===== src/hw/rtl/pfc_div.sv =====
module pfc_div #(
	parameter int DW = 31,
	parameter int AW = 16
) (
	input  logic          clk,
	input  logic          arst_n,
	input  logic          start,
	input  logic [DW-1:0] dividend,
	input  logic [AW-1:0] divisor,
	output logic          done,
	output logic [DW-1:0] quot,
	output logic [AW-1:0] rem
);

	localparam int CNW = $clog2(DW + 1);

	logic           busy_q;
	logic           done_q;
	logic [CNW-1:0] cnt_q;
	logic [DW-1:0]  quo_q;
	logic [AW-1:0]  rem_q;
	logic [AW-1:0]  dvs_q;
	logic [AW:0]    trial;
	logic [AW:0]    diff;
	logic           ge;

	// Restoring step: one quotient bit per cycle
	assign trial = {rem_q, quo_q[DW-1]};
	assign diff  = trial - {1'b0, dvs_q};
	assign ge    = (trial >= {1'b0, dvs_q});

	// Control: start restarts, done pulses once at the end
	always_ff @(posedge clk or negedge arst_n) begin
		if (!arst_n) begin
			busy_q <= 1'b0;
			done_q <= 1'b0;
			cnt_q  <= '0;
		end else if (start) begin
			busy_q <= 1'b1;
			done_q <= 1'b0;
			cnt_q  <= CNW'(DW);
		end else if (busy_q) begin
			cnt_q <= cnt_q - 1'b1;
			if (cnt_q == CNW'(1)) begin
				busy_q <= 1'b0;
				done_q <= 1'b1;
			end
		end else begin
			done_q <= 1'b0;
		end
	end

	// Datapath
	always_ff @(posedge clk) begin
		if (start) begin
			quo_q <= dividend;
			rem_q <= '0;
			dvs_q <= divisor;
		end else if (busy_q) begin
			quo_q <= {quo_q[DW-2:0], ge};
			rem_q <= ge ? diff[AW-1:0] : trial[AW-1:0];
		end
	end

	assign done = done_q;
	assign quot = quo_q;
	assign rem  = rem_q;

endmodule


===== config.mk =====
export PLATFORM = sky130hd
export DESIGN_NAME = pfc_div
export DESIGN_NICKNAME = d
export VERILOG_FILES = /design/src/hw/rtl/pfc_div.sv
export SDC_FILE = /design/constraint.sdc
export NUM_CORES = 1
export LEC_CHECK = 0
export BUFFER_PORTS_ARGS = -buffer_cell sky130_fd_sc_hd__buf_2
export CAP_MARGIN = 20
export CORE_MARGIN = 2
export CORE_UTILIZATION = 30
export CTS_BUF_LIST = sky130_fd_sc_hd__clkbuf_8
export DETAILED_ROUTE_END_ITERATION = 7
export GPL_TIMING_DRIVEN = 0
export PLACE_DENSITY_LB_ADDON = 0.12
export SYNTH_ARGS = -nofsm -noshare
export SYNTH_HDL_FRONTEND = slang
export SYNTH_SLANG_ARGS = --single-unit

===== constraint.sdc =====
create_clock -name clk -period 3.73 [get_ports clk]
set_input_delay 0 -clock clk [delete_from_list [all_inputs] [get_ports clk]]
set_output_delay 0 -clock clk [all_outputs]
set_load 0.01 [all_outputs]

; ---- After elaboration in Yosys (flattened, before gate mapping)
; Cells that the tools add are included.
[word_totals]
ff_bits = 70
inputBits = 50
output_inout_bits = 48
[classes]
addsub = 2
n_lt_le_gt_ge = 1
eq_ne = 2
muxes = 11
reduce_logical = 1
[op_table]
columns = operator, n
row1 = two-way mux 31 bit, 2
row2 = >= comparator 17 x 16 -> 1 bit, 1
row3 = two-way mux 16 bit, 1
row4 = subtractor 16 bit, 1
row5 = two-way mux 5 bit, 2
row6 = two-way mux 1 bit, 6
row7 = "== test 5 x 1 -> 1 bit, second input constant", 1
row8 = "subtractor 5 x 1 -> 5 bit, second input constant", 1
row9 = "!= test 3 x 2 -> 1 bit, second input constant", 1
row10 = nonzero test 2 bit, 1

; ---- Depth between registers and ports, before layout
[depth]
word_depth = 4
mapped_depth = 11
depth_no_buf = 9

; ---- Least setup slack after synthesis
; No wires, ideal clock.
[synth_timing]
path_kind = flip-flop to flip-flop
from = register quo_q[30] (netlist: quot[30])
to = register rem_q[14] (netlist: rem[14])
setup_time_ns = 0.074
t_arrival_ns = 2.198
path_slack_ns = 1.458
path_stages_with_launch = 10
synth_period_minus_slack_ns = 2.272
path_cell_list = edfxtp_1 > inv_1 > ha_1 > fa_1 > nand2b_1 > a21oi_1 > o311ai_0 > a2111oi_0 > nor3_1 > o21ai_0
[synth_via]
elab_chain_len = 2
[synth_rtl]
columns = item, line_no
row1 = start: declaration, 20  ; logic [DW-1:0] quo_q;
row2 = start signal: assignment, 56  ; quo_q <= dividend;
row3 = start signal: assignment, 60  ; quo_q <= {quo_q[DW-2:0], ge};
row4 = subtractor 16 bit or >= comparator 17 x 16 -> 1 bit (tied branches), "29, 30"
row5 = two-way mux 16 bit *, 61  ; rem_q <= ge ? diff[AW-1:0] : trial[AW-1:0];
row6 = end signal: assignment, 61
row7 = end: declaration, 21  ; logic [AW-1:0] rem_q;
; Every way passes the cells marked *; elsewhere a longest branch is shown, timed or not.
; A chain may end at the register's enable or synchronous reset.

; ---- Worst setup path after layout
[layout_timing]
from = register rem_q[11] (netlist: rem[11])
to = register rem_q[1] (netlist: rem[1])
[layout_via]
elab_chain_len = 2
[layout_rtl]
columns = item, line_no
row1 = >= comparator 17 x 16 -> 1 bit, 30  ; assign ge = (trial >= {1'b0, dvs_q});
row2 = two-way mux 16 bit, 61
; No other way between the ends.

==> summary.txt <==
Status
  – Outcome: completed

Clock network
  – Htree depth: 3
  – Root cell of the clock tree: clkbuf_8
  – Maximum clock path buffer count: 2
  – CTS Buf Count: 9
  – CTS sink count: 70
  – Reg clk slew, reported paths: 80 ps
  – Setup Buffers After CTS: 0
  – Post-CTS sizing: 0
  – CTS tree: built
  – Clk Latency, worst-skew pair: 340 ps

Pwr
  – Leakage Power: 2.34 nW
  – Max VDD drop: 0.234 mV
  – Power Density: 559 nW/um^2
  – Tot Pwr: 3.02 mW

Synthesis
  – Syn_nets: 444
  – Mapped Cells: 375
  – Post-synth EDFFs: 47
  – #FFs+latches synth: 70
  – Top cell type by total area after synthesis: edfxtp_1
  – Sequential share of the synthesized area: 0.478
  – Avg Inst Size Synth: 10.6 sq um
  – Yosys cell types: 62
  – Top_reg_cell synth: edfxtp_1
  – Share of Yosys cell area claimed by the top area cell type: 0.354
  – Top cells by area, synth: edfxtp_1, mux2_2, dfxtp_1
  – YS warnings: 0
  – Netlist Area Pre-Place: 3990 sq um
  – FFs w/ async S/R, synth: 0.100

STA
  – Final TNS setup: 0 ps
  – Measured slew at the worst slew-check pin: 692 ps
  – Final min period: 2610 ps
  – RSZ-0062 raised after global routing: false
  – Post-Route Skew: 8.05 ps
  – Slew headroom: 0.533
  – Fin. Hold Viols: 0
  – Final setup viols: 0
  – Slew Viols, Final: 0
  – Fmax: 383 MHz
  – Tcrit/Tclk final: 0.700

Layout
  – Most frequent cells in the layout: buf_2, dlygate4sd3_1, edfxtp_1
  – Post-Layout Cell Count: 714
  – Layout cells sized above 1: 0.296
  – Storage element area: 1910 sq um
  – # fillers: 1,320
  – # diodes: 0
  – Area of the multi-input gates: 1880 sq um
  – Post-layout net count: 602
  – Most common cell after layout, fill and taps aside: buf_2
  – Syn-to-layout area delta: 35.5%

Route
  – Starting DRT DRC Count: 160
  – TritonRoute pass-1 iters: 4
  – Antenna-violating nets left: 0
  – Vias after detailed routing: 3,467
  – Drt via density: 4.86
  – Post-route DRC: 0
  – Total Wirelength: 10.8 mm
  – Avg WL per Cell: 15.1 microns

Global route
  – Gr ovfl total: 0
  – Global-route wire length before repair: 17.8 mm
  – Initial antenna violation count: 0
  – Total track usage: 0.157
  – Largest net degree at the start of global routing: 25
  – Number of global-route vias before repair: 3,609

Setup path
  – Reg2reg path depth: 9
  – CP Data Required Time: 3980 ps
  – Delay-heaviest family, CP: simple AND/OR/NAND/NOR gates
  – Critical-path top delay cell: clkbuf_1
  – Crit Path Max Fanout: 10
  – Crit path DAT: 2860 ps
  – Worst Path Class, Setup: register to register
  – R2R Path End: rem[1]
  – CP Launch Point: rem[11]
  – FF-to-FF Start: rem[11]
  – Crit start category: register
  – Crit-path cells: ha_1 -> buf_4 -> nand3_2 -> nor3_1 -> nand3_1 -> nand2_1 -> clkbuf_1 -> nor2_2 -> o311ai_1
  – R2R setup slack: 1120 ps
  – WP buf/inv: 2
  – Nature of the critical path endpoint: register
  – CP peak stage delay: 420 ps

Place
  – PortBufs: 97
  – RePlAce Congestion: 0.818
  – Placed insts: 649
  – Final HPWL DP: 7.75 mm

Die
  – Core box area: 13,100 sq um
  – Die width: 119 microns
  – Chip height: 119 microns
  – Starting Density: 0.305
  – Placement Rows: 42
  – Full die area: 14,200 sq um
  – Top-level I/O count: 98

Job
  – Max cap viols: 0

Worst hold path
  – Min-delay src: dividend[0]
  – Hold Path Sink: quot[0]
  – Worst hold path cell count: 3
  – Hold crit path type: input port to register
[cells in the mapped netlist, drive strengths merged (13+ instances only)]
| cell | count |
|---|---|
| inv | 26 |
| clkbuf | 13 |
| nand2 | 17 |
| nand2b | 14 |
| nand3 | 13 |
| nor2 | 25 |
| a21oi | 17 |
| mux2 | 30 |
| o21ai | 21 |
| edfxtp | 47 |
| ha | 18 |
| dfxtp | 16 |
[cell families (layout without fill, tap and decap cells)]
logic type | after synthesis | count (layout) | share of synthesized area
buffers and inverters | 48 | 211 | 0.0490
and+or+nand+nor | 100 | 100 | 0.129
AOI/OAI and AO/OA | 97 | 97 | 0.173
adders and majority gates | 19 | 19 | 0.0615
xor gates and xnor gates | 10 | 10 | 0.0220
muxes | 31 | 31 | 0.0873
DFF | 70 | 70 | 0.478
[sequential cells by signal (all words and copies together) (netlist names)]
signal	flops
quot	31
done	1
busy_q	1
dvs_q	16
rem	16
cnt_q	5
[worst reg2reg max path, delay by kind of cell (launching register included)]
kind,cells,cell delay [ps]
and+or+nand+nor,5,910
DFF,1,360
buffers and inverters,2,600
adders and majority gates,1,330
AOI/OAI and AO/OA,1,310
[area by class of cell]
class                      count  share of cell area
multi-input combinational    257               0.349
timing repair buffer         147               0.186
clock inverter                 7              0.0123
inverter                      26              0.0181
clock buffer                   9              0.0229
buffer                        22              0.0181
sequential                    70               0.353
tap                          176              0.0408
[where the power goes]
group	switching, mW	internal, mW	leakage, nW
clock	0.298	0.305	0.104
sequential	0.114	0.966	0.686
combinational	0.763	0.572	1.55
total	1.18	1.84	2.34
[routing by layer]
metal / vias to the layer above / GRT usage / share of wire
li1: 1723 / - / -
met1: 1644 / 0.203 / 0.47
met2: 94 / 0.247 / 0.47
met3: 6 / 0.0436 / 0.050
met4: 0 / 0.0632 / 0.0084
met5: - / 0 / 0
[through the flow]
stage | cell area, sq um | setup WS [ps] | hold WS, ps | util
after global routing | 5400 | 863 | 69.1 | 0.413
after detailed placement | 4720 | 1110 | -150 | 0.361
after global placement | 4690 | 1110 | -156 | 0.359
after floorplan | 3990 | 1460 | -296 | -
after CTS | 5400 | 1080 | 56.4 | 0.413
final | 5400 | 1120 | 72.0 | 0.413
[what timing repair did]
action	4_1_cts	5_1_grt
hold endpoints to repair	53	0
setup endpoints to repair	0	0
hold buffers	49	0
[worst max-delay path by stage]
| stage | endpoint | slack, ps | depth (start not counted) |
|---|---|---|---|
| after global routing | rem[14] | 860 | 9 |
| after global placement | rem[1] | 1110 | 9 |
| final | rem[1] | 1120 | 9 |
| after detailed placement | rem[1] | 1110 | 9 |
| after floorplan | rem[14] | 1460 | 9 |
| after CTS | rem[1] | 1080 | 9 |
No activity file was read; power rests on OpenSTA's default activity.
